## src/design/rcac_pkg.sv

```systemverilog
// Shared types and constants for the RGB color adjustment chain.
// Used by every module of the block; depends on nothing else.
package rcac_pkg;

   localparam int unsigned NUM_STAGES = 8;

   localparam int unsigned ST_EXPOSURE  = 0;
   localparam int unsigned ST_CONTRAST  = 1;
   localparam int unsigned ST_BRIGHT    = 2;
   localparam int unsigned ST_LUMA      = 3;
   localparam int unsigned ST_SAT_MUL   = 4;
   localparam int unsigned ST_SAT_CLAMP = 5;
   localparam int unsigned ST_TEMP_MUL  = 6;
   localparam int unsigned ST_OUTPUT    = 7;

   localparam int unsigned CSR_INDEX_WIDTH = 3;
   localparam int unsigned CSR_DATA_WIDTH  = 16;

   localparam logic [CSR_INDEX_WIDTH-1:0] CSR_EXPOSURE_GAIN     = 3'd0;
   localparam logic [CSR_INDEX_WIDTH-1:0] CSR_CONTRAST_GAIN     = 3'd1;
   localparam logic [CSR_INDEX_WIDTH-1:0] CSR_BRIGHTNESS_OFFSET = 3'd2;
   localparam logic [CSR_INDEX_WIDTH-1:0] CSR_SATURATION_GAIN   = 3'd3;
   localparam logic [CSR_INDEX_WIDTH-1:0] CSR_TEMPERATURE_SHIFT = 3'd4;

   localparam logic [15:0]        EXPOSURE_GAIN_RESET     = 16'd4096;
   localparam logic [15:0]        CONTRAST_GAIN_RESET     = 16'd256;
   localparam logic signed [8:0]  BRIGHTNESS_OFFSET_RESET = 9'sd0;
   localparam logic signed [15:0] SATURATION_GAIN_RESET   = 16'sd4096;
   localparam logic signed [15:0] TEMPERATURE_SHIFT_RESET = 16'sd0;

   // Rec.601 luma weights in Q0.16; they sum to one.
   localparam logic [23:0] LUMA_WEIGHT_RED   = 24'd19595;
   localparam logic [23:0] LUMA_WEIGHT_GREEN = 24'd38470;
   localparam logic [23:0] LUMA_WEIGHT_BLUE  = 24'd7471;

   localparam logic [7:0] PIXEL_MAX = 8'hFF;

   typedef struct packed {
      logic [7:0] red_in;
      logic [7:0] green_in;
      logic [7:0] blue_in;
      logic [7:0] alpha_in;
   } req_data_type;

   typedef struct packed {
      logic [7:0] red_out;
      logic [7:0] green_out;
      logic [7:0] blue_out;
      logic [7:0] alpha_out;
   } rsp_data_type;

   typedef struct packed {
      logic [NUM_STAGES-1:0] advance;
   } stage_ctl_type;

endpackage

```

## src/design/rcac_sat.sv

```systemverilog
// Luma and saturation mix for all three channels, three register stages.
// Depends on rcac_pkg for luma weights, stage numbering and the stage control struct.
module rcac_sat (
   input  logic                    clock,
   input  rcac_pkg::stage_ctl_type ctl,
   input  logic [2:0][7:0]         chan_in,
   input  logic signed [15:0]      saturation_gain,
   output logic [2:0][7:0]         chan_out
);
   import rcac_pkg::*;

   logic [23:0]        luma_ff, luma_in;
   logic [2:0][7:0]    chan_a_ff;
   logic [23:0]        luma_b_ff;
   logic signed [25:0] diff [3];
   logic signed [41:0] prod_ff [3];
   logic signed [41:0] prod_in [3];
   logic signed [42:0] mix [3];
   logic [2:0][7:0]    chan_ff, chan_in_next;

   always_comb begin
      luma_in = 24'(chan_in[0]) * LUMA_WEIGHT_RED
              + 24'(chan_in[1]) * LUMA_WEIGHT_GREEN
              + 24'(chan_in[2]) * LUMA_WEIGHT_BLUE;
      for (int i = 0; i < 3; i++) begin
         diff[i] = $signed({2'b00, chan_a_ff[i], 16'h0000}) - $signed({2'b00, luma_ff});
         prod_in[i] = 42'(diff[i]) * 42'(saturation_gain);
         mix[i] = $signed({7'd0, luma_b_ff, 12'h000}) + 43'(prod_ff[i]);
         if (mix[i][42]) begin
            chan_in_next[i] = 8'd0;
         end else if (mix[i][41:36] != 6'd0) begin
            chan_in_next[i] = PIXEL_MAX;
         end else begin
            chan_in_next[i] = mix[i][35:28];
         end
      end
   end

   always_ff @(posedge clock) begin
      if (ctl.advance[ST_LUMA]) begin
         luma_ff   <= luma_in;
         chan_a_ff <= chan_in;
      end
      if (ctl.advance[ST_SAT_MUL]) begin
         luma_b_ff <= luma_ff;
         for (int i = 0; i < 3; i++) begin
            prod_ff[i] <= prod_in[i];
         end
      end
      if (ctl.advance[ST_SAT_CLAMP]) begin
         chan_ff <= chan_in_next;
      end
   end

   assign chan_out = chan_ff;

endmodule

```

## config.mk

```make
export PLATFORM = sky130hd
export DESIGN_NAME = rcac_sat
export DESIGN_NICKNAME = d
export VERILOG_FILES = /design/src/design/rcac_pkg.sv /design/src/design/rcac_sat.sv
export SDC_FILE = /design/constraint.sdc
export NUM_CORES = 2
export LEC_CHECK = 0
export ABC_AREA = 1
export ABC_CLOCK_PERIOD_IN_PS = 17390
export BUFFER_PORTS_ARGS = -buffer_cell sky130_fd_sc_hd__buf_2
export CAP_MARGIN = 15
export CELL_PAD_IN_SITES_DETAIL_PLACEMENT = 1
export CELL_PAD_IN_SITES_GLOBAL_PLACEMENT = 1
export CORE_MARGIN = 1
export CORE_UTILIZATION = 44
export CTS_BUF_LIST = sky130_fd_sc_hd__clkbuf_4 sky130_fd_sc_hd__clkbuf_8
export CTS_CLUSTER_DIAMETER = 30
export DETAILED_ROUTE_END_ITERATION = 16
export PLACE_DENSITY = 0.82
export SYNTH_ARGS = -nofsm -noshare
export SYNTH_HDL_FRONTEND = slang
export SYNTH_SLANG_ARGS = --single-unit
export TNS_END_PERCENT = 20
```

## constraint.sdc

```tcl
create_clock -name clock -period 17.39 [get_ports clock]
set_clock_uncertainty 0.05 [all_clocks]
set_input_delay 3.478 -clock clock [delete_from_list [all_inputs] [get_ports clock]]
set_output_delay 3.478 -clock clock [all_outputs]
set_load 0.01 [all_outputs]
```

Word-level counts from Yosys, hierarchy flattened --
Memory sizes are Yosys's and may differ from the RTL's. Cells that the tools add are included.
Word-level totals: register bits 96, bits in writable memories 126, logic and storage cells 31, memories 1
Memory list:
- prod_ff | words 3, width 42, read ports 3, clocked after Yosys merged registers in 0, write ports 3, line rcac_sat.sv:16 | logic signed [41:0] prod_ff [3];
Cells by class: add/subtract/negate cells 8, $mul 6, mux-type cells 5, reductions and logical operators 3
Operators by type and width (number):
- adder 37 x 42 -> 43 bit | 3
- multiplier 25 x 16 -> 41 bit | 3
- subtractor 24 x 24 -> 25 bit | 3
- multiplier 8 x 15 -> 23 bit (second input constant) | 2
- adder 23 x 24 -> 24 bit | 1
- adder 24 x 21 -> 24 bit | 1
- 2-to-1 mux 8 bit | 3
- multiplier 8 x 13 -> 21 bit (second input constant) | 1
- nonzero test 6 bit | 3
- 2-to-1 mux 1 bit | 2

Longest topological paths before layout --
An unclocked memory read counts as a cell.
depth after elaboration 4, mapped depth 39

Worst setup path after synthesis --
OpenSTA, ideal clock, no wires.
path kind input port to flip-flop, start input port chan_in[14] (netlist bit), end register luma_ff[23] (data pin), library setup time 0.256 ns, arrival time 9.265 ns, data required time 17.084 ns, path slack 7.819 ns, cell stages on the path 29, buffers on the path 0, cell sequence inv_1 > ha_1 > ha_1 > or2_2 > fa_1 > fa_1 > ha_1 > nand2_1 > nor2_1 > nand2_1 > nand2_1 > a31oi_1 > xnor2_1 > fa_1 > fa_1 > inv_1 > fa_1 > fa_1 > inv_1 > ha_1 > a21oi_1 > o21ai_0 > a21oi_1 > o21ai_0 > nand2_1 > nand2_1 > a21oi_1 > o21bai_1 > nand2_1
Between the ends: longest elaborated chain between the ends 3
Ends and longest elaborated chain:
- start, declared | line rcac_sat.sv:6 | input logic [2:0][7:0] chan_in,
- multiplier 8 x 15 -> 23 bit | line rcac_sat.sv:23 | + 24'(chan_in[1]) * LUMA_WEIGHT_GREEN
- adder 23 x 24 -> 24 bit | line rcac_sat.sv:23
- adder 24 x 21 -> 24 bit | line rcac_sat.sv:24 | + 24'(chan_in[2]) * LUMA_WEIGHT_BLUE;
- net luma_in[23] | line rcac_sat.sv:12 | logic [23:0] luma_ff, luma_in;
- end signal, assigned | line rcac_sat.sv:41 | luma_ff <= luma_in;
- end, declared | line rcac_sat.sv:12
The timed path passes the listed nets, and every way through them passes these cells. A chain may end at the register's enable or synchronous reset.

==> impl_metrics.csv <==
group,metric,value,unit
status,status,"complete, no violations",
placement,gp_congestion,1.00,
sta,hold_viol_final,0,
synth,synth_fa_ha_area_share,49.9,%
cells_and_area,final_common_cell,"inv_1",
min_path,hold_end,"luma_b_ff[13]",
synth,synth_area_leader_cell,"fa_1",
cts,cts_buffers,17,
synth,synthArstFlopShare,0,%
setup_path,critPathLaunchType,"primary input",
placement,dp_hpwl,149000,um
setup_path,path_max_fanout,35,
floorplanning,die_w,337,um
cts,cts_resized,0,
setup_path,r2r_cells,29,
sta,min_period,11260,ps
floorplanning,die_y,337,um
drt,routed_via_density,5.38,
setup_path,slowest_delay,1100,ps
floorplanning,initial_core_util,44.5,%
cells_and_area,mostFrequentLayoutCells,"inv_1, nand2_1, fa_1",
cts,cts_htree_levels,4,
cts,cts_setup_buffers,0,
grt,grt_pass1_vias,46300,
synth,yosys_warnings,0,
synth,ys_types,55,
floorplanning,rows,122,
synth,synth_top_family_by_area,"adder cells",
setup_path,r2r_slack,8000,ps
drt,wl_per_cell,22.7,um
setup_path,crit_chain,"buf_2 -> buf_4 -> clkinv_1 -> nor2_1 -> fa_1 -> inv_1 -> fa_1 -> fa_1 -> inv_1 -> fa_1 -> inv_1 -> fa_1 -> inv_1 -> fa_1 -> ha_1 -> nand2_1 -> nor2_1 -> inv_1 -> o21ai_0 -> nand2_1 -> nand3_1 -> nand3_1 -> nand3_1 -> nand2_1",
synth,synth_edf_count,175,
sta,fmax,0.0888,GHz
floorplanning,boundaryPins,73,
cells_and_area,fin_area,0.0519,mm2
sta,fin_crit_sh,64.8,%
drt,drtIter0Drc,2962,
synth,synth-compound-area-share,5.60,%
synth,postSynthCellCount,6105,
min_path,holdPathStages,0,
sta,slew_viol_final,0,
sta,hold_slack,752,ps
drt,drc,0,
synth,synthXorXnorAreaFrac,2.84,%
synth,ys.flop_type,"edfxtp_1",
drt,dr.pass1.iters,8,
cts,cts.sinks,175,
synth,ys_seq_elements,175,
grt,grtUsageTotal,31.4,%
sta,rsz0062_at_grt,"false",
grt,grt_max_degree,85,
cts,clk_pin_slew,110,ps
min_path,hold_path.class,"register to register",
placement,placed_area,0.0514,mm2
grt,grt_overflow,0,
setup_path,worstReg2RegStart,"luma_ff[1]",
drt,drtAntennaViolNets,0,
placement,portBuffers,67,
sta,setup_viol,0,
setup_path,regToRegEndpoint,"prod_ff[0][31]",
synth,yosysTopAreaCellShare,39.3,%
grt,grt_pass1_wl,266000,um
setup_path,timing.critical_path.slowest_stage_cell,"o21ai_0",
setup_path,crit_path_frequent_cell,"fa_1",
synth,yosys.area_share.simple,17.5,%
synth,synth_area,0.0494,mm2
synth,muxShareOfSynthArea,0,%
cells_and_area,nets,7564,
flow_run,cap_violations,0,
synth,synth_area_leaders,"fa_1, inv_1, edfxtp_1, ha_1, nand2_1",
synth,syn_area_per_cell,8.09,um2
placement,post-place-ws,5880,ps
cts,cts_tree,"done",
sta,relSlewSlack,8.52,%
synth,yosysSeqAreaShare,10.6,%
sta,tightest_slew,1360,ps
cts,clock_latency,570,ps
drt,num_vias,41000,
sta,finalSetupTns,0,ps
floorplanning,die_area,0.114,mm2
cts,cts_root_buf,"clkbuf_8",
cts,clockBufferDepth,2,
setup_path,crit_arrival,11520,ps
cts,postCtsHoldBufs,0,
setup_path,worstPathRequired,17650,ps
sta,finalWorstSetupSlack,6130,ps
floorplanning,core_area,0.111,mm2
setup_path,crit_type,"primary input to register",
drt,finalWirelength,173000,um
setup_path,cp-end-kind,"register",
cells_and_area,area_growth,4.94,%
cells_and_area,drive_gt1_share,3.21,%
synth,syn_nets,7543,
min_path,hp-start,"luma_ff[13]",
grt,antenna_found_initial,10,
[critical path, delay by kind of cell]
family                   cells  cell delay, ps
adder cells (fa/ha/maj)      7            3070
AO/OA/AOI/OAI                1            1100
AND/OR/NAND/NOR              8            1810
buffers and inverters        8            1960
[how the worst max path moves through the flow]
stage / from / end / slack, ps / cells after the start
2_1_floorplan: chan_in[14] / luma_ff[23] / 7820 / 29
3_3_place_gp: saturation_gain[10] / prod_ff[0][31] / 6090 / 24
3_5_place_dp: saturation_gain[10] / prod_ff[0][31] / 5880 / 24
4_1_cts: saturation_gain[10] / prod_ff[0][31] / 6510 / 24
5_1_grt: saturation_gain[10] / prod_ff[0][31] / 6220 / 24
6_report: saturation_gain[10] / prod_ff[0][31] / 6130 / 24
[synth_stat cells (15+ instances only)]
| master | instances |
|---|---|
| ha_1 | 419 |
| edfxtp_1 | 175 |
| nor2_1 | 584 |
| fa_1 | 970 |
| xor2_1 | 101 |
| o21bai_1 | 22 |
| nand3_1 | 157 |
| a21o_1 | 33 |
| xnor2_1 | 53 |
| o21ai_0 | 124 |
| nand2_1 | 1221 |
| inv_1 | 1659 |
| inv_2 | 15 |
| nand4_1 | 44 |
| a31oi_1 | 25 |
| nor3_1 | 34 |
| a21oi_1 | 227 |
| clkbuf_1 | 75 |
[metrics by stage]
step | util (%) | cells
2_1_floorplan | - | 6105
3_3_place_gp | 46.3 | 7595
3_5_place_dp | 46.3 | 7595
4_1_cts | 46.7 | 7627
5_1_grt | 46.7 | 7630
6_report | 46.7 | 7630
[flip-flops by register name, summed over array words and instances, names as in the netlist]
name	cells
chan_a_ff	24
chan_out	24
luma_b_ff	24
luma_ff	24
prod_ff	79
[kinds of logic (layout without fill, tap and decap cells)]
group / count (synthesis) / after routing
AOI/OAI and AO/OA: 481 / 481
xor gates and xnor gates: 156 / 156
adders and majority gates: 1389 / 1389
buffers and inverters: 1775 / 1809
DFF: 175 / 175
other: 0 / 3
and+or+nand+nor: 2129 / 2129
[per-layer routing]
metal  track usage, %  routed length (um)  share of wire, %  up-vias
met5                0                  50             0.029        -
met4             17.9               10900               6.3        8
li1                 -                   -                 -    18100
met3             4.73               10900               6.3      498
met1             37.3               67000                39    20900
met2             54.1               84200                49     1481
[final cells by class]
cell class / instances / area [um2]
tap: 1488 / 1860
inverter: 1685 / 6330
sequential: 175 / 5260
clock buffer: 17 / 234
fill: 13600 / 59100
antenna: 3 / 7.51
multi-input combinational: 4155 / 37500
timing repair buffer: 92 / 526
clock inverter: 15 / 176
Power is not shown: default switching activity piles up to over one toggle a cycle in this logic, so the estimate is an artifact.
