<file path="src/design/rcac_pkg.sv">
// Shared types and constants for the RGB color adjustment chain.
// Used by every module of the block; depends on nothing else.
package rcac_pkg;

   localparam int unsigned NUM_STAGES = 8;

   localparam int unsigned ST_EXPOSURE  = 0;
   localparam int unsigned ST_CONTRAST  = 1;
   localparam int unsigned ST_BRIGHT    = 2;
   localparam int unsigned ST_LUMA      = 3;
   localparam int unsigned ST_SAT_MUL   = 4;
   localparam int unsigned ST_SAT_CLAMP = 5;
   localparam int unsigned ST_TEMP_MUL  = 6;
   localparam int unsigned ST_OUTPUT    = 7;

   localparam int unsigned CSR_INDEX_WIDTH = 3;
   localparam int unsigned CSR_DATA_WIDTH  = 16;

   localparam logic [CSR_INDEX_WIDTH-1:0] CSR_EXPOSURE_GAIN     = 3'd0;
   localparam logic [CSR_INDEX_WIDTH-1:0] CSR_CONTRAST_GAIN     = 3'd1;
   localparam logic [CSR_INDEX_WIDTH-1:0] CSR_BRIGHTNESS_OFFSET = 3'd2;
   localparam logic [CSR_INDEX_WIDTH-1:0] CSR_SATURATION_GAIN   = 3'd3;
   localparam logic [CSR_INDEX_WIDTH-1:0] CSR_TEMPERATURE_SHIFT = 3'd4;

   localparam logic [15:0]        EXPOSURE_GAIN_RESET     = 16'd4096;
   localparam logic [15:0]        CONTRAST_GAIN_RESET     = 16'd256;
   localparam logic signed [8:0]  BRIGHTNESS_OFFSET_RESET = 9'sd0;
   localparam logic signed [15:0] SATURATION_GAIN_RESET   = 16'sd4096;
   localparam logic signed [15:0] TEMPERATURE_SHIFT_RESET = 16'sd0;

   // Rec.601 luma weights in Q0.16; they sum to one.
   localparam logic [23:0] LUMA_WEIGHT_RED   = 24'd19595;
   localparam logic [23:0] LUMA_WEIGHT_GREEN = 24'd38470;
   localparam logic [23:0] LUMA_WEIGHT_BLUE  = 24'd7471;

   localparam logic [7:0] PIXEL_MAX = 8'hFF;

   typedef struct packed {
      logic [7:0] red_in;
      logic [7:0] green_in;
      logic [7:0] blue_in;
      logic [7:0] alpha_in;
   } req_data_type;

   typedef struct packed {
      logic [7:0] red_out;
      logic [7:0] green_out;
      logic [7:0] blue_out;
      logic [7:0] alpha_out;
   } rsp_data_type;

   typedef struct packed {
      logic [NUM_STAGES-1:0] advance;
   } stage_ctl_type;

endpackage

</file>
<file path="src/design/rcac_tone.sv">
// One color channel through exposure, contrast and brightness, three register stages.
// Depends on rcac_pkg for the stage numbering and the stage control struct.
module rcac_tone (
   input  logic                  clock,
   input  rcac_pkg::stage_ctl_type ctl,
   input  logic [7:0]            chan_in,
   input  logic [15:0]           exposure_gain,
   input  logic [15:0]           contrast_gain,
   input  logic signed [8:0]     brightness_offset,
   output logic [7:0]            chan_out
);
   import rcac_pkg::*;

   logic [23:0]        exp_prod_ff, exp_prod_in;
   logic [7:0]         exp_val;
   logic signed [8:0]  ctr_diff;
   logic signed [25:0] ctr_sum_ff, ctr_sum_in;
   logic [16:0]        ctr_q;
   logic [7:0]         ctr_val;
   logic signed [9:0]  bri_sum;
   logic [7:0]         chan_ff, chan_in_next;

   always_comb begin
      exp_prod_in = 24'(chan_in) * 24'(exposure_gain);
      exp_val = (exp_prod_ff[23:20] != 4'd0) ? PIXEL_MAX : exp_prod_ff[19:12];

      ctr_diff = $signed({1'b0, exp_val}) - 9'sd128;
      ctr_sum_in = 26'(ctr_diff) * 26'($signed({1'b0, contrast_gain})) + 26'sd32768;

      ctr_q = ctr_sum_ff[24:8];
      if (ctr_sum_ff[25]) begin
         ctr_val = 8'd0;
      end else if (ctr_q > 17'd255) begin
         ctr_val = PIXEL_MAX;
      end else begin
         ctr_val = ctr_q[7:0];
      end

      bri_sum = $signed({2'b00, ctr_val}) + 10'(brightness_offset);
      if (bri_sum[9]) begin
         chan_in_next = 8'd0;
      end else if (bri_sum[8]) begin
         chan_in_next = PIXEL_MAX;
      end else begin
         chan_in_next = bri_sum[7:0];
      end
   end

   always_ff @(posedge clock) begin
      if (ctl.advance[ST_EXPOSURE]) begin
         exp_prod_ff <= exp_prod_in;
      end
      if (ctl.advance[ST_CONTRAST]) begin
         ctr_sum_ff <= ctr_sum_in;
      end
      if (ctl.advance[ST_BRIGHT]) begin
         chan_ff <= chan_in_next;
      end
   end

   assign chan_out = chan_ff;

endmodule

</file>
<file path="config.mk">
export PLATFORM = sky130hd
export DESIGN_NAME = rcac_tone
export DESIGN_NICKNAME = d
export VERILOG_FILES = /design/src/design/rcac_pkg.sv /design/src/design/rcac_tone.sv
export SDC_FILE = /design/constraint.sdc
export NUM_CORES = 1
export LEC_CHECK = 0
export ABC_AREA = 1
export BUFFER_PORTS_ARGS = -buffer_cell sky130_fd_sc_hd__buf_2
export CAP_MARGIN = 0
export CORE_AREA = 2 2 139 127
export CTS_CLUSTER_SIZE = 28
export DETAILED_ROUTE_END_ITERATION = 10
export DIE_AREA = 0 0 141 129
export HOLD_SLACK_MARGIN = 0.03
export PLACE_DENSITY = 0.83
export SYNTH_ARGS = -nofsm -noshare
export SYNTH_HDL_FRONTEND = slang
export SYNTH_SLANG_ARGS = --single-unit
</file>
<file path="constraint.sdc">
create_clock -name clock -period 6.5 [get_ports clock]
set_clock_uncertainty 0.15 [all_clocks]
set_input_delay 0.975 -clock clock [delete_from_list [all_inputs] [get_ports clock]]
set_output_delay 0.975 -clock clock [all_outputs]
set_load 0.02 [all_outputs]
</file>
# Word level (Yosys, flattened, before mapping)
# Cells that the tools add are included.
dict set report op_classes {
  add_sub_neg 3
  multipliers 2
  div_mod_pow 0
  magnitude_cmp 1
  eq_ne 0
  shift 0
  mux 4
  n_bitwise 0
  reduce_logical 1
}
# cell count
set ops {}
lappend ops {{$mux W8} 4}
lappend ops {{$add A26 B17 Y26 const B} 1}
lappend ops {{$mul A9 B17 Y26} 1}
lappend ops {{$mul A8 B16 Y24} 1}
lappend ops {{$gt A17 B8 Y1 const B} 1}
lappend ops {{$add A9 B9 Y10} 1}
lappend ops {{$sub A8 B8 Y9 const B} 1}
lappend ops {{$reduce_bool A4 Y1} 1}
dict set report word_totals {
  register_bits 58
  latchBits 0
  ram_bits 0
  mem_bits_ro 0
  out_inout_bits 8
  wordCells 14
  memories 0
}

# Longest topological paths before layout
dict set report logic_depth {
  word_depth 5
  mapped_depth 30
  mapped_depth_nobuf 29
}

# Least setup slack after synthesis
# OpenSTA, ideal clock, no wires.
dict set report synth_path {
  path_kind {input port to flip-flop}
  startpoint {input port contrast_gain[2]}
  endpoint {register ctr_sum_ff[23], data pin}
  setup_time_ns 0.262
  arrival_time_ns 5.112
  required_ns 6.088
  slack_ns 0.975
  path_stages 17
  path_cell_list {clkbuf_1 -> nand2_1 -> fa_1 -> fa_1 -> inv_1 -> fa_1 -> fa_1 -> inv_1 -> fa_1 -> inv_1 -> ha_1 -> a21oi_2 -> o21ai_0 -> a21oi_1 -> nand2_1 -> a21oi_1 -> xor2_1}
}
dict set report synth_via {
  elab_chain_cells 2
}
# item line_no
set synth_rtl {}
lappend synth_rtl {{start: declaration} rcac_tone.sv:8} ;# input logic [15:0] contrast_gain,
lappend synth_rtl {{$mul A9 B17 Y26} rcac_tone.sv:28} ;# ctr_sum_in = 26'(ctr_diff) * 26'($signed({1'b0, contrast_gain})) + 26'sd32768;
lappend synth_rtl {{$add A26 B17 Y26} rcac_tone.sv:28}
lappend synth_rtl {{via ctr_sum_in[23]} rcac_tone.sv:17} ;# logic signed [25:0] ctr_sum_ff, ctr_sum_in;
lappend synth_rtl {{end signal: assignment} rcac_tone.sv:54} ;# ctr_sum_ff <= ctr_sum_in;
lappend synth_rtl {{end: declaration} rcac_tone.sv:17}
# The timed path passes the listed nets, and every way through them passes these cells.
# A chain may end at the register's enable or synchronous reset.

# Worst setup path after layout
dict set report layout_path {
  startpoint {register exp_prod_ff[21]}
  endpoint {register ctr_sum_ff[22], data pin}
}
dict set report layout_via {
  elab_chain_cells 5
}
# item line_no
set layout_rtl {}
lappend layout_rtl {{start: declaration} rcac_tone.sv:14} ;# logic [23:0] exp_prod_ff, exp_prod_in;
lappend layout_rtl {{start signal: assignment} rcac_tone.sv:51} ;# exp_prod_ff <= exp_prod_in;
lappend layout_rtl {{$reduce_bool A4 Y1} rcac_tone.sv:25} ;# exp_val = (exp_prod_ff[23:20] != 4'd0) ? PIXEL_MAX : exp_prod_ff[19:12];
lappend layout_rtl {{$mux W8} rcac_tone.sv:25}
lappend layout_rtl {{$sub A8 B8 Y9} rcac_tone.sv:27} ;# ctr_diff = $signed({1'b0, exp_val}) - 9'sd128;
lappend layout_rtl {{$mul A9 B17 Y26} rcac_tone.sv:28}
lappend layout_rtl {{$add A26 B17 Y26} rcac_tone.sv:28}
lappend layout_rtl {{via ctr_sum_in[22]} rcac_tone.sv:17}
# The timed path passes the listed nets, and every way through them passes these cells.

==> impl_metrics.xml <==
<?xml version="1.0" encoding="UTF-8"?>
<metrics>
  <group name="clocking">
    <metric name="clock_tree.buffer_depth" unit="">2</metric>
    <metric name="clkLatencyLatePin" unit="ps">280</metric>
    <metric name="cts_inserted_buffers" unit="">5</metric>
    <metric name="htree_num_levels" unit="">2</metric>
    <metric name="clk_transition_reported_paths" unit="ps">50</metric>
    <metric name="clock-sinks" unit="">38</metric>
    <metric name="tritoncts_clock_tree" unit="">yes</metric>
    <metric name="cts_setup_buffers" unit="">0</metric>
    <metric name="cts.hold.buffers_added" unit="">0</metric>
    <metric name="cts_root_buffer" unit="">sky130_fd_sc_hd__clkbuf_16</metric>
    <metric name="cts_resized" unit="">0</metric>
  </group>
  <group name="sta">
    <metric name="report.final.slew_viol_count" unit="">0</metric>
    <metric name="maxClockFrequency" unit="MHz">168</metric>
    <metric name="period_needed" unit="ps">5940</metric>
    <metric name="timing.final.crit_share" unit="">0.914</metric>
    <metric name="rsz0062_at_grt" unit="">false</metric>
    <metric name="setup_tns" unit="ps">0</metric>
    <metric name="setup_viol" unit="">0</metric>
    <metric name="hold_viol" unit="">0</metric>
    <metric name="slew_worst_pin" unit="ps">588</metric>
    <metric name="finalWorstSetupSlack" unit="ps">559</metric>
    <metric name="timing.slew.headroom" unit="">0.607</metric>
  </group>
  <group name="setup_path">
    <metric name="crit_path_end_kind" unit="">flop</metric>
    <metric name="crit_chain" unit="">nor2_2 -&gt; nand2_2 -&gt; nor2_1 -&gt; inv_1 -&gt; buf_4 -&gt; nor2_1 -&gt; fa_1 -&gt; fa_1 -&gt; fa_1 -&gt; fa_1 -&gt; ha_1 -&gt; ha_1 -&gt; nand2_1 -&gt; nor2_1 -&gt; nor3b_2 -&gt; nand3_1 -&gt; nand2_1 -&gt; nand2_1 -&gt; o21ai_1 -&gt; xor2_1</metric>
    <metric name="critical_path.n_buffers_inverters" unit="">2</metric>
    <metric name="worst_path_dominant_cell_family" unit="">adder cells</metric>
    <metric name="critical_path.slowest_cell" unit="">sky130_fd_sc_hd__fa_1</metric>
    <metric name="critPathMaxFanout" unit="">16</metric>
    <metric name="worst-setup-path-type" unit="">reg2reg</metric>
    <metric name="critical_path.max_stage_delay" unit="ps">570</metric>
    <metric name="worstPathArrival" unit="ps">5900</metric>
    <metric name="critPathMostFrequentCell" unit="">sky130_fd_sc_hd__fa_1</metric>
    <metric name="crit_required" unit="ps">6460</metric>
    <metric name="cp-start-kind" unit="">flop</metric>
  </group>
  <group name="logic_synthesis">
    <metric name="synth_seq_cells" unit="">38</metric>
    <metric name="post_synth_instance_area" unit="µm²">10600</metric>
    <metric name="synth_seq_area_share" unit="">0.108</metric>
    <metric name="post_synthesis_cell_type_count" unit="">35</metric>
    <metric name="syn-mean-instance-area" unit="µm²">7.78</metric>
    <metric name="post_synth_main_area_contributors" unit="">sky130_fd_sc_hd__fa_1 (34%), sky130_fd_sc_hd__ha_1 (13%), sky130_fd_sc_hd__nand2_1 (13%), sky130_fd_sc_hd__inv_1 (12%), sky130_fd_sc_hd__edfxtp_1 (11%)</metric>
    <metric name="netlist.area_leader.share" unit="">0.344</metric>
    <metric name="synth.net_count" unit="">1712</metric>
    <metric name="number_of_synthesis_warnings" unit="">0</metric>
    <metric name="postSynthCellCount" unit="">1359</metric>
    <metric name="post-synth-top-area-cell" unit="">sky130_fd_sc_hd__fa_1</metric>
  </group>
  <group name="cells_and_area">
    <metric name="antenna_diodes" unit="">0</metric>
    <metric name="most-common-layout-cells" unit="">sky130_fd_sc_hd__nand2_1 (358), sky130_fd_sc_hd__inv_1 (339), sky130_fd_sc_hd__fa_1 (182), sky130_fd_sc_hd__ha_1 (113), sky130_fd_sc_hd__nor2_1 (73)</metric>
    <metric name="drive_gt1_frac" unit="">0.0729</metric>
    <metric name="final_common_cell" unit="">sky130_fd_sc_hd__nand2_1</metric>
    <metric name="filler_cell_count" unit="">1373</metric>
    <metric name="synthToLayoutAreaGrowth" unit="%">4.77</metric>
    <metric name="final_net_count" unit="">1724</metric>
  </group>
  <group name="placement">
    <metric name="routabilityCongestion" unit="">0.894</metric>
    <metric name="post-place-ws" unit="ps">601</metric>
    <metric name="detailedPlacementHpwl" unit="µm">18500</metric>
    <metric name="quantity_of_i_o_buffers_inserted_on_ports" unit="">60</metric>
  </group>
  <group name="floorplan">
    <metric name="die_width" unit="µm">141</metric>
    <metric name="starting_utilization_of_the_core_area" unit="">0.633</metric>
    <metric name="std_cell_rows" unit="">45</metric>
    <metric name="die_height" unit="µm">129</metric>
    <metric name="placeableCoreArea" unit="µm²">16700</metric>
    <metric name="dieArea" unit="µm²">18200</metric>
    <metric name="design.portCount" unit="">66</metric>
  </group>
  <group name="global_routing">
    <metric name="grt.overflow.total" unit="">0</metric>
    <metric name="antenna_found_initial" unit="">0</metric>
    <metric name="grt_start_max_net_pins" unit="">19</metric>
    <metric name="grt_pass1_wl" unit="µm">39100</metric>
    <metric name="grt_pass1_vias" unit="">8621</metric>
    <metric name="grt_use_total" unit="">0.264</metric>
  </group>
  <group name="drt">
    <metric name="detail_route.wirelength" unit="µm">22300</metric>
    <metric name="post_drt_wl_per_cell" unit="µm">14.1</metric>
    <metric name="detail_route.iter0.violations" unit="">657</metric>
    <metric name="viasPerCell" unit="">5.35</metric>
    <metric name="routed-via-count" unit="">8465</metric>
    <metric name="drt_pass1_iterations" unit="">7</metric>
    <metric name="ant_nets" unit="">0</metric>
    <metric name="drc_errors" unit="">0</metric>
  </group>
  <group name="flow_run">
    <metric name="drv.max_cap_violation_count" unit="">0</metric>
  </group>
  <group name="worst_hold_path">
    <metric name="holdCritPathClass" unit="">reg2reg</metric>
  </group>
  <group name="status">
    <metric name="status" unit="">finished, final reports clean</metric>
  </group>
</metrics>
-- metrics by stage --
step	hold WS [ps]	std cells	cell area (µm²)	utilization
after floorplan	634	1359	10600	-
after global placement	678	1575	10900	0.655
after detailed placement	706	1575	10900	0.655
after CTS	722	1583	11100	0.663
after global routing	843	1583	11100	0.663
final	716	1583	11100	0.663
-- cells in the mapped netlist, drive strengths merged --
cell type	instances
nor2	76
fa	182
xor2	26
nand2	369
nor3	8
inv	341
clkbuf	58
a211oi	3
a31oi	3
nor4	10
buf	1
a21oi	45
a221oi	1
xnor2	8
o21bai	9
o211ai	3
nand3b	3
nand3	18
nand4	7
a21o	5
o21ai	22
edfxtp	38
ha	113
nor3b	1
or2	9
-- cell type report --
| class | count | area, µm² | share of cell area |
|---|---|---|---|
| Sequential cell | 38 | 1140 | 0.103 |
| Inverter | 341 | 1280 | 0.115 |
| Multi-Input combinational cell | 921 | 7930 | 0.716 |
| Tap cell | 211 | 264 | 0.0238 |
| Clock buffer | 6 | 129 | 0.0116 |
| Clock inverter | 2 | 8.76 | 0.000790 |
| Timing Repair Buffer | 64 | 330 | 0.0298 |
-- registers in the layout, summed over array words and instances (netlist names) --
signal,cells
ctr_sum_ff,18
chan_out,8
exp_prod_ff,12
-- routing by layer --
metal / wire length (µm) / GRT usage / vias up
li1: - / - / 4038
met1: 9720 / 0.365 / 4142
met2: 10900 / 0.455 / 267
met3: 1470 / 0.0454 / 18
met4: 186 / 0.0341 / 0
met5: 0 / 0 / -
-- kinds of logic after synthesis --
group	share of synthesized area
simple gates	0.193
buf+inv	0.143
fa+ha+maj	0.478
compound gates	0.0492
flops	0.108
xor+xnor	0.0289
-- final timing paths --
| path | start | endpoint | slack, ps | cells past startpoint |
|---|---|---|---|---|
| max | exp_prod_ff[21]$_DFFE_PP_ | ctr_sum_ff[22]$_DFFE_PP_ | 560 | 20 |
| min | ctr_sum_ff[8]$_DFFE_PP_ | chan_out[0]$_SDFFCE_PP0P_ | 720 | 7 |
| max reg2reg | exp_prod_ff[21]$_DFFE_PP_ | ctr_sum_ff[22]$_DFFE_PP_ | 560 | 20 |
| min reg2reg | ctr_sum_ff[8]$_DFFE_PP_ | chan_out[0]$_SDFFCE_PP0P_ | 720 | 7 |
-- worst reg2reg max path, cell delays in order, from the launching register on --
cell,delay (ps)
sky130_fd_sc_hd__edfxtp_1,370
sky130_fd_sc_hd__nor2_2,170
sky130_fd_sc_hd__nand2_2,120
sky130_fd_sc_hd__nor2_1,370
sky130_fd_sc_hd__inv_1,250
sky130_fd_sc_hd__buf_4,260
sky130_fd_sc_hd__nor2_1,160
sky130_fd_sc_hd__fa_1,460
sky130_fd_sc_hd__fa_1,520
sky130_fd_sc_hd__fa_1,570
sky130_fd_sc_hd__fa_1,510
sky130_fd_sc_hd__ha_1,310
sky130_fd_sc_hd__ha_1,360
sky130_fd_sc_hd__nand2_1,130
sky130_fd_sc_hd__nor2_1,190
sky130_fd_sc_hd__nor3b_2,180
sky130_fd_sc_hd__nand3_1,100
sky130_fd_sc_hd__nand2_1,150
sky130_fd_sc_hd__nand2_1,90
sky130_fd_sc_hd__o21ai_1,160
sky130_fd_sc_hd__xor2_1,200
Power is left out: the tool's default activity adds up to more than one toggle a clock period on the data nets, which glitch-free logic cannot reach.
